`src/rtl/core/stx_length_etx_deframer_defines.svh`:
```
// ----------------------------------------------------------------------------
// STX / length / ETX deframer assertion macros
// Concurrent assertion helpers shared by the deframer RTL.
// ----------------------------------------------------------------------------
`ifndef STX_LENGTH_ETX_DEFRAMER_DEFINES_SVH
`define STX_LENGTH_ETX_DEFRAMER_DEFINES_SVH

`ifndef SYNTHESIS

// The condition must never hold while out of reset.
`define SLED_ASSERT_NEVER(lbl, cond) \
  lbl: assert property (@(posedge clk) disable iff (!rst_n) !(cond)) \
    else $error("deframer assertion failed");

// The antecedent implies the consequent in the next cycle.
`define SLED_ASSERT_NEXT(lbl, ante, cons) \
  lbl: assert property (@(posedge clk) disable iff (!rst_n) (ante) |=> (cons)) \
    else $error("deframer assertion failed");

`else

`define SLED_ASSERT_NEVER(lbl, cond)
`define SLED_ASSERT_NEXT(lbl, ante, cons)

`endif

`endif

```
`src/rtl/core/sled_pkg.sv`:
```
// ----------------------------------------------------------------------------
// Deframer package
// Types and constants shared by the STX / length / ETX deframer modules.
// ----------------------------------------------------------------------------
`default_nettype none

package sled_pkg;

  localparam logic [7:0] STX_BYTE = 8'h02;
  localparam logic [7:0] ETX_BYTE = 8'h03;
  localparam logic [7:0] MIN_BODY_LEN_RST = 8'd4;
  localparam int unsigned LEN_W = 24;

  typedef enum logic [2:0] {
    PH_STX     = 3'd0,
    PH_LEN_HI  = 3'd1,
    PH_LEN_MID = 3'd2,
    PH_LEN_LO  = 3'd3,
    PH_BODY    = 3'd4,
    PH_ETX     = 3'd5,
    PH_HALT    = 3'd6
  } phase_t;

  typedef enum logic [1:0] {
    KIND_BODY = 2'd0,
    KIND_END  = 2'd1,
    KIND_ERR  = 2'd2
  } kind_t;

  typedef enum logic [1:0] {
    ERR_NO_STX = 2'd0,
    ERR_SHORT  = 2'd1,
    ERR_NO_ETX = 2'd2
  } err_t;

  typedef struct packed {
    kind_t             kind;
    logic [7:0]        body_byte;
    logic [LEN_W-1:0]  frame_length;
    err_t              error_code;
  } result_t;

endpackage

`default_nettype wire

```
`src/rtl/core/sled_in_reg.sv`:
```
// ----------------------------------------------------------------------------
// Deframer input register
// Captures one received byte and holds it until the frame logic takes it.
// ----------------------------------------------------------------------------
`default_nettype none

module sled_in_reg (
  input  wire logic       clk,
  input  wire logic       rst_n,
  input  wire logic       in_valid,
  output logic            in_stall,
  input  wire logic [7:0] in_rx_byte,
  input  wire logic       take,
  output logic            held_vld,
  output logic [7:0]      held_byte
);

  logic       vld_r;
  logic       vld_nxt;
  logic [7:0] byte_r;

  assign in_stall = vld_r & ~take;
  assign vld_nxt  = in_stall ? vld_r : in_valid;

  always_ff @(posedge clk) begin
    if (!rst_n) begin
      vld_r <= 1'b0;
    end else begin
      vld_r <= vld_nxt;
    end
  end

  always_ff @(posedge clk) begin
    if (!in_stall && in_valid) begin
      byte_r <= in_rx_byte;
    end
  end

  assign held_vld  = vld_r;
  assign held_byte = byte_r;

endmodule

`default_nettype wire

```
`src/rtl/core/sled_frame_fsm.sv`:
```
// ----------------------------------------------------------------------------
// Deframer frame state machine
// Tracks the frame phase and length counters and forms at most one result per byte.
// ----------------------------------------------------------------------------
`default_nettype none

`include "stx_length_etx_deframer_defines.svh"

module sled_frame_fsm (
  input  wire logic             clk,
  input  wire logic             rst_n,
  input  wire logic             cfg_wr_en,
  input  wire logic [7:0]       cfg_wr_data,
  input  wire logic             take,
  input  wire logic [7:0]       rx_byte,
  output logic                  has_result,
  output sled_pkg::result_t     result
);

  sled_pkg::phase_t              phase_r;
  sled_pkg::phase_t              phase_nxt;
  logic [sled_pkg::LEN_W-1:0]    len_r;
  logic [sled_pkg::LEN_W-1:0]    len_nxt;
  logic [sled_pkg::LEN_W-1:0]    rem_r;
  logic [sled_pkg::LEN_W-1:0]    rem_nxt;
  logic [sled_pkg::LEN_W-1:0]    len_shift;
  logic [sled_pkg::LEN_W-1:0]    rem_dec;
  logic [7:0]                    min_r;
  logic                          too_short;

  assign len_shift = {len_r[sled_pkg::LEN_W-9:0], rx_byte};
  assign rem_dec   = rem_r - {{(sled_pkg::LEN_W-1){1'b0}}, 1'b1};
  assign too_short = len_shift < {{(sled_pkg::LEN_W-8){1'b0}}, min_r};

  always_comb begin
    phase_nxt = phase_r;
    len_nxt   = len_r;
    rem_nxt   = rem_r;
    if (take) begin
      case (phase_r)
        sled_pkg::PH_STX: begin
          if (rx_byte != sled_pkg::STX_BYTE) begin
            phase_nxt = sled_pkg::PH_HALT;
          end else begin
            len_nxt   = '0;
            rem_nxt   = '0;
            phase_nxt = sled_pkg::PH_LEN_HI;
          end
        end
        sled_pkg::PH_LEN_HI: begin
          len_nxt   = len_shift;
          phase_nxt = sled_pkg::PH_LEN_MID;
        end
        sled_pkg::PH_LEN_MID: begin
          len_nxt   = len_shift;
          phase_nxt = sled_pkg::PH_LEN_LO;
        end
        sled_pkg::PH_LEN_LO: begin
          len_nxt = len_shift;
          if (too_short) begin
            phase_nxt = sled_pkg::PH_HALT;
          end else begin
            rem_nxt   = len_shift;
            phase_nxt = (len_shift == '0) ? sled_pkg::PH_ETX : sled_pkg::PH_BODY;
          end
        end
        sled_pkg::PH_BODY: begin
          rem_nxt = rem_dec;
          if (rem_dec == '0) begin
            phase_nxt = sled_pkg::PH_ETX;
          end
        end
        sled_pkg::PH_ETX: begin
          phase_nxt = (rx_byte != sled_pkg::ETX_BYTE) ? sled_pkg::PH_HALT
                                                      : sled_pkg::PH_STX;
        end
        default: begin
          phase_nxt = phase_r;
        end
      endcase
    end
  end

  always_comb begin
    has_result          = 1'b0;
    result.kind         = sled_pkg::KIND_BODY;
    result.body_byte    = '0;
    result.frame_length = '0;
    result.error_code   = sled_pkg::ERR_NO_STX;
    case (phase_r)
      sled_pkg::PH_STX: begin
        if (rx_byte != sled_pkg::STX_BYTE) begin
          has_result        = 1'b1;
          result.kind       = sled_pkg::KIND_ERR;
          result.error_code = sled_pkg::ERR_NO_STX;
        end
      end
      sled_pkg::PH_LEN_LO: begin
        if (too_short) begin
          has_result        = 1'b1;
          result.kind       = sled_pkg::KIND_ERR;
          result.error_code = sled_pkg::ERR_SHORT;
        end
      end
      sled_pkg::PH_BODY: begin
        has_result       = 1'b1;
        result.kind      = sled_pkg::KIND_BODY;
        result.body_byte = rx_byte;
      end
      sled_pkg::PH_ETX: begin
        has_result = 1'b1;
        if (rx_byte != sled_pkg::ETX_BYTE) begin
          result.kind       = sled_pkg::KIND_ERR;
          result.error_code = sled_pkg::ERR_NO_ETX;
        end else begin
          result.kind         = sled_pkg::KIND_END;
          result.frame_length = len_r;
        end
      end
      default: begin
        has_result = 1'b0;
      end
    endcase
  end

  always_ff @(posedge clk) begin
    if (!rst_n) begin
      phase_r <= sled_pkg::PH_STX;
      len_r   <= '0;
      rem_r   <= '0;
      min_r   <= sled_pkg::MIN_BODY_LEN_RST;
    end else begin
      phase_r <= phase_nxt;
      len_r   <= len_nxt;
      rem_r   <= rem_nxt;
      if (cfg_wr_en) begin
        min_r <= cfg_wr_data;
      end
    end
  end

  // Once halted, only reset leaves the halted phase.
  `SLED_ASSERT_NEXT(a_halt_sticks, phase_r == sled_pkg::PH_HALT, phase_r == sled_pkg::PH_HALT)
  // Every reported error halts the block.
  `SLED_ASSERT_NEXT(a_err_halts, take && has_result && result.kind == sled_pkg::KIND_ERR, phase_r == sled_pkg::PH_HALT)
  // The body phase always has at least one byte left to come.
  `SLED_ASSERT_NEVER(a_body_nonzero, phase_r == sled_pkg::PH_BODY && rem_r == '0)
  // A good frame end returns the block to waiting for the next STX.
  `SLED_ASSERT_NEXT(a_end_restarts, take && has_result && result.kind == sled_pkg::KIND_END, phase_r == sled_pkg::PH_STX)

endmodule

`default_nettype wire

```
`src/rtl/core/sled_out_reg.sv`:
```
// ----------------------------------------------------------------------------
// Deframer result register
// Holds one result until the downstream side takes it.
// ----------------------------------------------------------------------------
`default_nettype none

module sled_out_reg (
  input  wire logic               clk,
  input  wire logic               rst_n,
  input  wire logic               take,
  input  wire logic               has_result,
  input  wire sled_pkg::result_t  result,
  output logic                    can_load,
  output logic                    out_valid,
  input  wire logic               out_stall,
  output logic [1:0]              out_result_kind,
  output logic [7:0]              out_body_byte,
  output logic [23:0]             out_frame_length,
  output logic [1:0]              out_error_code
);

  logic              vld_r;
  logic              vld_nxt;
  logic              load;
  sled_pkg::result_t res_r;

  assign can_load = ~vld_r | ~out_stall;
  assign load     = take & has_result;
  assign vld_nxt  = load | (vld_r & out_stall);

  always_ff @(posedge clk) begin
    if (!rst_n) begin
      vld_r <= 1'b0;
    end else begin
      vld_r <= vld_nxt;
    end
  end

  always_ff @(posedge clk) begin
    if (load) begin
      res_r <= result;
    end
  end

  assign out_valid        = vld_r;
  assign out_result_kind  = res_r.kind;
  assign out_body_byte    = res_r.body_byte;
  assign out_frame_length = res_r.frame_length;
  assign out_error_code   = res_r.error_code;

endmodule

`default_nettype wire

```
`src/rtl/core/stx_length_etx_deframer.sv`:
```
// ----------------------------------------------------------------------------
// STX / length / ETX deframer
// Splits a byte stream into frames, passes body bytes, flags ends and errors.
// ----------------------------------------------------------------------------
// The block takes one byte per clock cycle while no stall holds it and gives
// at most one result per byte. Each byte is captured in an input register, its
// result is formed by the frame state machine and held in a result register
// that drives out_valid. The state machine updates phase and counters for each
// byte it takes, which sets the rate of one byte per cycle while out_stall
// does not hold the result register. After any framing error the block reports
// it once and drops all bytes until reset; body bytes of a bad frame have
// already been passed on and must be dropped downstream.
`default_nettype none

module stx_length_etx_deframer (
  input  wire logic        clk,
  input  wire logic        rst_n,
  input  wire logic        cfg_wr_en,
  input  wire logic [7:0]  cfg_wr_data,
  input  wire logic        in_valid,
  output logic             in_stall,
  input  wire logic [7:0]  in_rx_byte,
  output logic             out_valid,
  input  wire logic        out_stall,
  output logic [1:0]       out_result_kind,
  output logic [7:0]       out_body_byte,
  output logic [23:0]      out_frame_length,
  output logic [1:0]       out_error_code
);

  logic              held_vld;
  logic [7:0]        held_byte;
  logic              can_load;
  logic              take;
  logic              has_result;
  sled_pkg::result_t result;

  assign take = held_vld & can_load;

  sled_in_reg u_in_reg (
    .clk        (clk),
    .rst_n      (rst_n),
    .in_valid   (in_valid),
    .in_stall   (in_stall),
    .in_rx_byte (in_rx_byte),
    .take       (take),
    .held_vld   (held_vld),
    .held_byte  (held_byte)
  );

  sled_frame_fsm u_fsm (
    .clk         (clk),
    .rst_n       (rst_n),
    .cfg_wr_en   (cfg_wr_en),
    .cfg_wr_data (cfg_wr_data),
    .take        (take),
    .rx_byte     (held_byte),
    .has_result  (has_result),
    .result      (result)
  );

  sled_out_reg u_out_reg (
    .clk              (clk),
    .rst_n            (rst_n),
    .take             (take),
    .has_result       (has_result),
    .result           (result),
    .can_load         (can_load),
    .out_valid        (out_valid),
    .out_stall        (out_stall),
    .out_result_kind  (out_result_kind),
    .out_body_byte    (out_body_byte),
    .out_frame_length (out_frame_length),
    .out_error_code   (out_error_code)
  );

endmodule

`default_nettype wire
```
`config.mk`:
```
export PLATFORM = sky130hd
export DESIGN_NAME = stx_length_etx_deframer
export DESIGN_NICKNAME = d
export VERILOG_FILES = /design/src/rtl/core/sled_pkg.sv /design/src/rtl/core/sled_in_reg.sv /design/src/rtl/core/sled_frame_fsm.sv /design/src/rtl/core/sled_out_reg.sv /design/src/rtl/core/stx_length_etx_deframer.sv
export VERILOG_INCLUDE_DIRS = /design/src /design/src/rtl/core
export SDC_FILE = /design/constraint.sdc
export NUM_CORES = 1
export LEC_CHECK = 0
export BUFFER_PORTS_ARGS = -buffer_cell sky130_fd_sc_hd__buf_2
export CAP_MARGIN = 20
export CORE_MARGIN = 10
export CORE_UTILIZATION = 25
export DETAILED_ROUTE_END_ITERATION = 8
export PLACE_DENSITY_LB_ADDON = 0.3
export SLEW_MARGIN = 30
export SYNTH_ARGS = -nofsm -noshare
export SYNTH_HDL_FRONTEND = slang
export SYNTH_HIERARCHICAL = 1
export SYNTH_SLANG_ARGS = --single-unit
```
`constraint.sdc`:
```
create_clock -name clk -period 4.34 [get_ports clk]
set_input_delay 0.868 -clock clk [delete_from_list [all_inputs] [get_ports clk]]
set_output_delay 0.868 -clock clk [all_outputs]
set_load 0.1 [all_outputs]
```
==> metrics.txt, run 1 <==
Switching Share=33.0%; share of cells above drive strength 1=18.2%; Synth Flop Type=dfxtp_1; chip width=163 um; Total GRT Usage=10.2%; Overflow after GRT=0; largest net degree at the start of global routing=41; Via density=4.81; CP arrival=3.25 ns; initial antenna violation count=0; Synth Instances=511; syn_area_per_cell=9.98 um^2; reg2reg path depth=9; routability cong.=0.848; combinational share of power=21.4%; Worst setup EP type=flop; Fin Hold WS=0.479 ns; routed wire length=13.3 mm; number of diodes=0; Yosys reg bits=105; total CTS buffers=9; Post-synth EDFFs=44; ranking of synthesized cells by area=edfxtp_1 (26%), dfxtp_1 (24%), and2_1 (4.0%); most common cell in the synthesized netlist=dfxtp_1; first-pass GRT wire length=21.8 mm; RSZ-0062 raised after global routing=no; Hold Vio Cnt, Final=0; Nets=581; CTS H-tree lvls=3; Layout area overhead=16.9%; Worst Tran Pin Value=0.724 ns; FF-to-FF setup slack=1.36 ns; Pleak=2.20 nW; ys async rst share=0%; synth warn=6; Clock Sinks=105; max_cap viols=0; R2R Path End=u_fsm/rem_r[12]; port bufs=58; post-detail-place hpwl=9.49 mm; Setup TNS Final=0 ns; Iter 0 DRT Violations=273; Hold Crit Depth=2; DRT Pass-1 Iters=5; reg-to-reg critical path startpoint=u_in_reg/held_byte[1]; Final Max Slew Viols=0; Reg power frac=44.9%; DR WL/cell=16.2 um; Final setup viols=0; register area share after synthesis=49.8%; Cell Area, Synth=0.00510 mm^2; Hold Crit Start=u_out_reg/out_valid; root buf cell=clkbuf_16; Placement Cell Area=0.00565 mm^2; routed vias=3976; crit share post-route=68.7%; Syn Nets=541; I/O pin total=59; Setup Skew=0.00759 ns; VDD IR-drop max=0.000201 V; area share of the largest cell type after synthesis=25.9%; Yosys top cell by area=edfxtp_1; hold_buf cts=0; CTS tree=built; cell area after layout=0.00596 mm^2; clk slew on worst S/H paths=0.07 ns; Critical Path Start=u_in_reg/held_byte[1]; internal power=1.68 mW; P_sw=0.830 mW; Synth top cells by count=dfxtp_1 (61), edfxtp_1 (44), nand2_1 (39); synth unique cells=66; Fmax=0.335 GHz; Pwr per Cell Area=422 mW/mm^2; initial core utilization=25.3%; Post-DRT Antenna Nets=0; critical path class=reg2reg; DRC violations left=0; Cell Rows=52; die area=0.0265 mm^2; clock buffer depth=2; Worst-Skew Late Latency=0.35 ns; Hold Crit Endpoint=u_out_reg/out_valid; post-CTS setup repair buffer count=0; Min-Delay Path Class=reg2reg; cts repair resizes=0; vias in the first global route=4021; outcome=finished, final reports clean; CP required=4.60 ns; Slew headroom=51.7%; Worst Path Max Fanout=12; core area=0.0202 mm^2; die height=163 um; CP Launch Type=flop; Final Critical Period=2.98 ns; Clock Power Share=33.7%
[layer usage]
| metal | share of wire (%) | GRT usage [%] | vias to the layer above |
|---|---|---|---|
| met1 | 45 | 12.5 | 1904 |
| met5 | 0 | 0 | - |
| met2 | 47 | 16.6 | 106 |
| li1 | - | - | 1946 |
| met3 | 5.8 | 2.70 | 20 |
| met4 | 2.4 | 4.06 | 0 |
[logic make-up after synthesis]
logic type	synth area share [%]
muxes	1.57
AOI/OAI and AO/OA	16.8
DFF	49.8
buffers and inverters	4.17
xor gates and xnor gates	1.89
and+or+nand+nor	23.5
adders and majority gates	2.21
[cells in the final DEF (no fill, tap or decap), drive strengths merged, types with 3 or more instances in the layout]
cell / instances
a21boi: 4
a21oi: 15
a221oi: 10
a22oi: 25
and2: 33
buf: 66
clkbuf: 9
dfxtp: 61
edfxtp: 44
ha: 9
inv: 16
mux2i: 8
nand2: 40
nand2b: 3
nand3: 18
nand4: 6
nor2: 30
nor2b: 34
nor3: 9
nor3b: 14
nor4: 11
o211a: 4
o211ai: 7
o21ai: 19
o31a: 3
o31ai: 12
or4: 4
xnor2: 4
xor2: 7
[through the flow]
| stage | setup WS, ns | cells | utilization (%) | power (mW) |
|---|---|---|---|---|
| global placement | 1.26 | 810 | 28.0 | 1.68 |
| CTS | 1.36 | 826 | 29.6 | 2.54 |
| floorplan | 1.43 | 511 | - | 1.57 |
| detailed placement | 1.19 | 810 | 28.0 | 1.69 |
| global route | 1.17 | 826 | 29.6 | 2.63 |
| finish | 1.36 | 826 | 29.6 | 2.51 |
[power by group through the flow]
stage / clock network, mW / logic [mW] / registers (mW)
2_1_floorplan: 0 / 0.274 / 1.30
3_3_place_gp: 0 / 0.536 / 1.15
3_5_place_dp: 0 / 0.541 / 1.15
4_1_cts: 0.875 / 0.542 / 1.13
5_1_grt: 0.911 / 0.586 / 1.13
6_report: 0.847 / 0.538 / 1.13
[critical path, cell delays in order (launching register included)]
cell	delay [ns]
edfxtp_1	0.53
ha_1	0.34
a2111o_1	0.36
a31oi_1	0.23
o21ai_1	0.10
buf_4	0.16
a31oi_2	0.59
buf_4	0.30
a221oi_1	0.06
nor3b_1	0.22
[cell type report]
type,instances,area [um^2]
Timing Repair Buffer,66,350
Tap cell,270,338
Fill cell,2115,14200
Clock inverter,7,85.1
Sequential cell,105,2540
Inverter,13,48.8
Clock buffer,9,225
Multi-Input combinational cell,356,2370
[registers in the layout (all words and copies together) (netlist names)]
signal                      flops
u_fsm/len_r                    24
u_fsm/min_r                     8
u_fsm/phase_r                   3
u_fsm/rem_r                    24
u_in_reg/held_byte              8
u_in_reg/held_vld               1
u_out_reg/out_body_byte         8
u_out_reg/out_error_code        2
u_out_reg/out_frame_length     24
u_out_reg/out_result_kind       2
u_out_reg/out_valid             1
[worst max-delay path by stage]
stage                                   to  slack [ns]  cells after the start
after floorplan           u_fsm/phase_r[2]        1.43                      9
after global placement    u_fsm/phase_r[2]        1.26                      9
after detailed placement  u_fsm/phase_r[2]        1.19                      9
after CTS                  u_fsm/rem_r[12]        1.36                      9
after global routing       u_fsm/rem_r[12]        1.17                      9
final                      u_fsm/rem_r[12]        1.36                      9
No activity file was read; power rests on OpenSTA's default activity.
==> run 2, diff against run 1 <==
==> constraint.sdc (replaced) <==
create_clock -name clk -period 2.4 [get_ports clk]
set_input_delay 0.48 -clock clk [delete_from_list [all_inputs] [get_ports clk]]
set_output_delay 0.48 -clock clk [all_outputs]
set_load 0.1 [all_outputs]
==> run 2 against run 1 <==
Compared with the run above: core utilization grew 3.9 points; die area stayed put; combinational power up 130%; sequential share of layout area decreased by 4.7 points; power increased by 91%; via count up 7.6%; sequential power is 78% higher; cell area up 13%; clock skew is 0.0030 ns higher; non-clock buffer count is 64 higher; worst hold slack worse by 0.18 ns; highest routed layer unchanged.
==> metrics.txt, run 2 (synthesis gave the netlist of run 1 again) <==
RSZ-0062 raised after global routing=yes (was no); Layout area overhead=32.2% (was 16.9%); Total GRT Usage=10.6% (was 10.2%); total CTS buffers=9 (unchanged); I/O pin total=59 (unchanged); Worst setup EP type=flop (unchanged); chip width=163 um (unchanged); core area=0.0202 mm^2 (unchanged); DRT Pass-1 Iters=5 (unchanged); DR WL/cell=16.0 um (was 16.2 um); Iter 0 DRT Violations=296 (was 273); Worst-Skew Late Latency=0.36 ns (was 0.35 ns); Worst Tran Pin Value=0.559 ns (was 0.724 ns); DP Cell Count=860 (was 810); vias in the first global route=4265 (was 4021); routability cong.=0.887 (was 0.848); post-detail-place hpwl=10.1 mm (was 9.49 mm); CP arrival=2.63 ns (was 3.25 ns); outcome=finished, final reports clean (unchanged); combinational share of power=25.7% (was 21.4%); CTS tree=built (unchanged); Min-Delay Path Class=in2reg (was reg2reg); Fmax=0.419 GHz (was 0.335 GHz); first-pass GRT wire length=22.4 mm (was 21.8 mm); share of cells above drive strength 1=31.2% (was 18.2%); Final setup viols=0 (unchanged); Hold Vio Cnt, Final=0 (unchanged); CP required=2.65 ns (was 4.60 ns); Slew headroom=62.6% (was 51.7%); filler instances=2085 (was 2115); Pleak=2.59 nW (was 2.20 nW); Reg power frac=41.9% (was 44.9%); commonest non-fill, non-tap cells in the layout=buf_4 (62), buf_2 (58), dfxtp_1 (54) (was dfxtp_1 (61), buf_2 (58), edfxtp_1 (44)); clk slew on worst S/H paths=0.07 ns (about the same); root buf cell=clkbuf_16 (unchanged); Pwr per Cell Area=713 mW/mm^2 (was 422 mW/mm^2); largest net degree at the start of global routing=37 (was 41); Setup WS pre-CTS=-0.0638 ns (was 1.19 ns); FF-to-FF setup slack=0.01 ns (was 1.36 ns); internal power=3.29 mW (was 1.68 mW); Clock Power Share=32.4% (was 33.7%); Worst Path Max Fanout=4 (was 12); Final Core Density=33.4% (was 29.6%); number of diodes=0 (unchanged); Post-DRT Antenna Nets=0 (unchanged); Switching Share=31.5% (was 33.0%); die height=163 um (unchanged); crit share post-route=99.4% (was 68.7%); die area=0.0265 mm^2 (unchanged); Clock Sinks=105 (unchanged); clock buffer depth=2 (unchanged); Non-Filler Instances=888 (was 826); critical path class=reg2reg (unchanged); hold_buf cts=0 (unchanged); DRC violations left=0 (unchanged); Overflow after GRT=0 (unchanged); Final Critical Period=2.39 ns (was 2.98 ns); port bufs=58 (unchanged); Setup WS post-layout=0.0146 ns (was 1.36 ns); Final Max Slew Viols=0 (unchanged); P_sw=1.51 mW (was 0.830 mW); Cell Rows=52 (unchanged); Nets=645 (was 581); Setup TNS Final=0 ns (unchanged); commonest non-fill, non-tap cell in the layout=buf_4 (was dfxtp_1); initial core utilization=25.3% (unchanged); CTS H-tree lvls=3 (unchanged); VDD IR-drop max=0.000274 V (was 0.000201 V); Via density=4.82 (was 4.81); Pwr Total=4.80 mW (was 2.51 mW); routed wire length=14.2 mm (was 13.3 mm); initial antenna violation count=0 (unchanged); max_cap viols=0 (unchanged); Setup Skew=0.0106 ns (was 0.00759 ns); CP Launch Type=flop (unchanged); routed vias=4278 (was 3976)
[run 2: changes by cell type in the layout (fill, tap and decap cells not counted), moves of 3 or more]
cell,delta
dfxtp_2,+5
clkbuf_16,+3
nor4_1,-6
inv_1,-3
nor4_2,+4
buf_4,+54
dfxtp_1,-7
buf_12,+6
[run 2: metal layers]
metal / GRT usage (%) / wire length, um / vias to the layer above
met3: 2.96 / 819 / 31
met5: 0 / 0 / -
met4: 5.33 / 370 / 0
met2: 16.8 / 6820 / 116
met1: 12.8 / 6240 / 2048
li1: - / - / 2083
[run 2: power by group through the flow]
stage / Combinational (mW) / Clock (mW) / Sequential [mW]
global placement: 1.12 / 0 / 2.05
finish: 1.24 / 1.56 / 2.01
global route: 1.33 / 1.66 / 2.02
CTS: 1.14 / 1.60 / 2.01
floorplan: 0.504 / 0 / 2.35
detailed placement: 1.13 / 0 / 2.05
[run 2: worst paths after layout]
check | from | depth (start not counted) | endpoint
hold / removal | in_rx_byte[0] | 1 | u_in_reg/held_byte[0]
setup reg to reg | u_fsm/rem_r[15] | 8 | u_fsm/phase_r[2]
hold reg to reg | u_fsm/rem_r[20] | 2 | u_fsm/rem_r[20]
setup / recovery | u_fsm/rem_r[15] | 8 | u_fsm/phase_r[2]
[run 2: cell type report]
class / count / area (um^2) / share of cell area [%]
sequential: 105 / 2560 / 37.9
tap: 270 / 338 / 5.01
inverter: 13 / 52.6 / 0.780
timing repair buffer: 130 / 966 / 14.3
clock buffer: 10 / 229 / 3.40
multi-input combinational: 356 / 2520 / 37.4
clock inverter: 4 / 77.6 / 1.15
[run 2: stage by stage]
| step | area (um^2) | hold slack (ns) |
|---|---|---|
| after floorplan | 5130 | 0.443 |
| after global placement | 6120 | 0.475 |
| after detailed placement | 6120 | 0.482 |
| after CTS | 6450 | 0.281 |
| after global routing | 6740 | 0.286 |
| final | 6740 | 0.297 |
[run 2: worst max-delay path, cell delays in order, from the launching register on]
cell and delay, ns:
dfxtp_1 0.37, nor3_2 0.16, buf_4 0.15, nand3_1 0.08, or4_4 0.54, nor4_4 0.27, nand4_1 0.11, o31a_2 0.34
o221a_1 0.23
[run 2: timing repair]
| action | 4_1_cts | 5_1_grt |
|---|---|---|
| endpoints found under the hold margin | 0 | 0 |
| setup endpoints to repair | 2 | 45 |
| setup buffers | 0 | 10 |
| pin swaps | 0 | 6 |
| gates resized for setup | 5 | 27 |
| gates cloned | 0 | 4 |
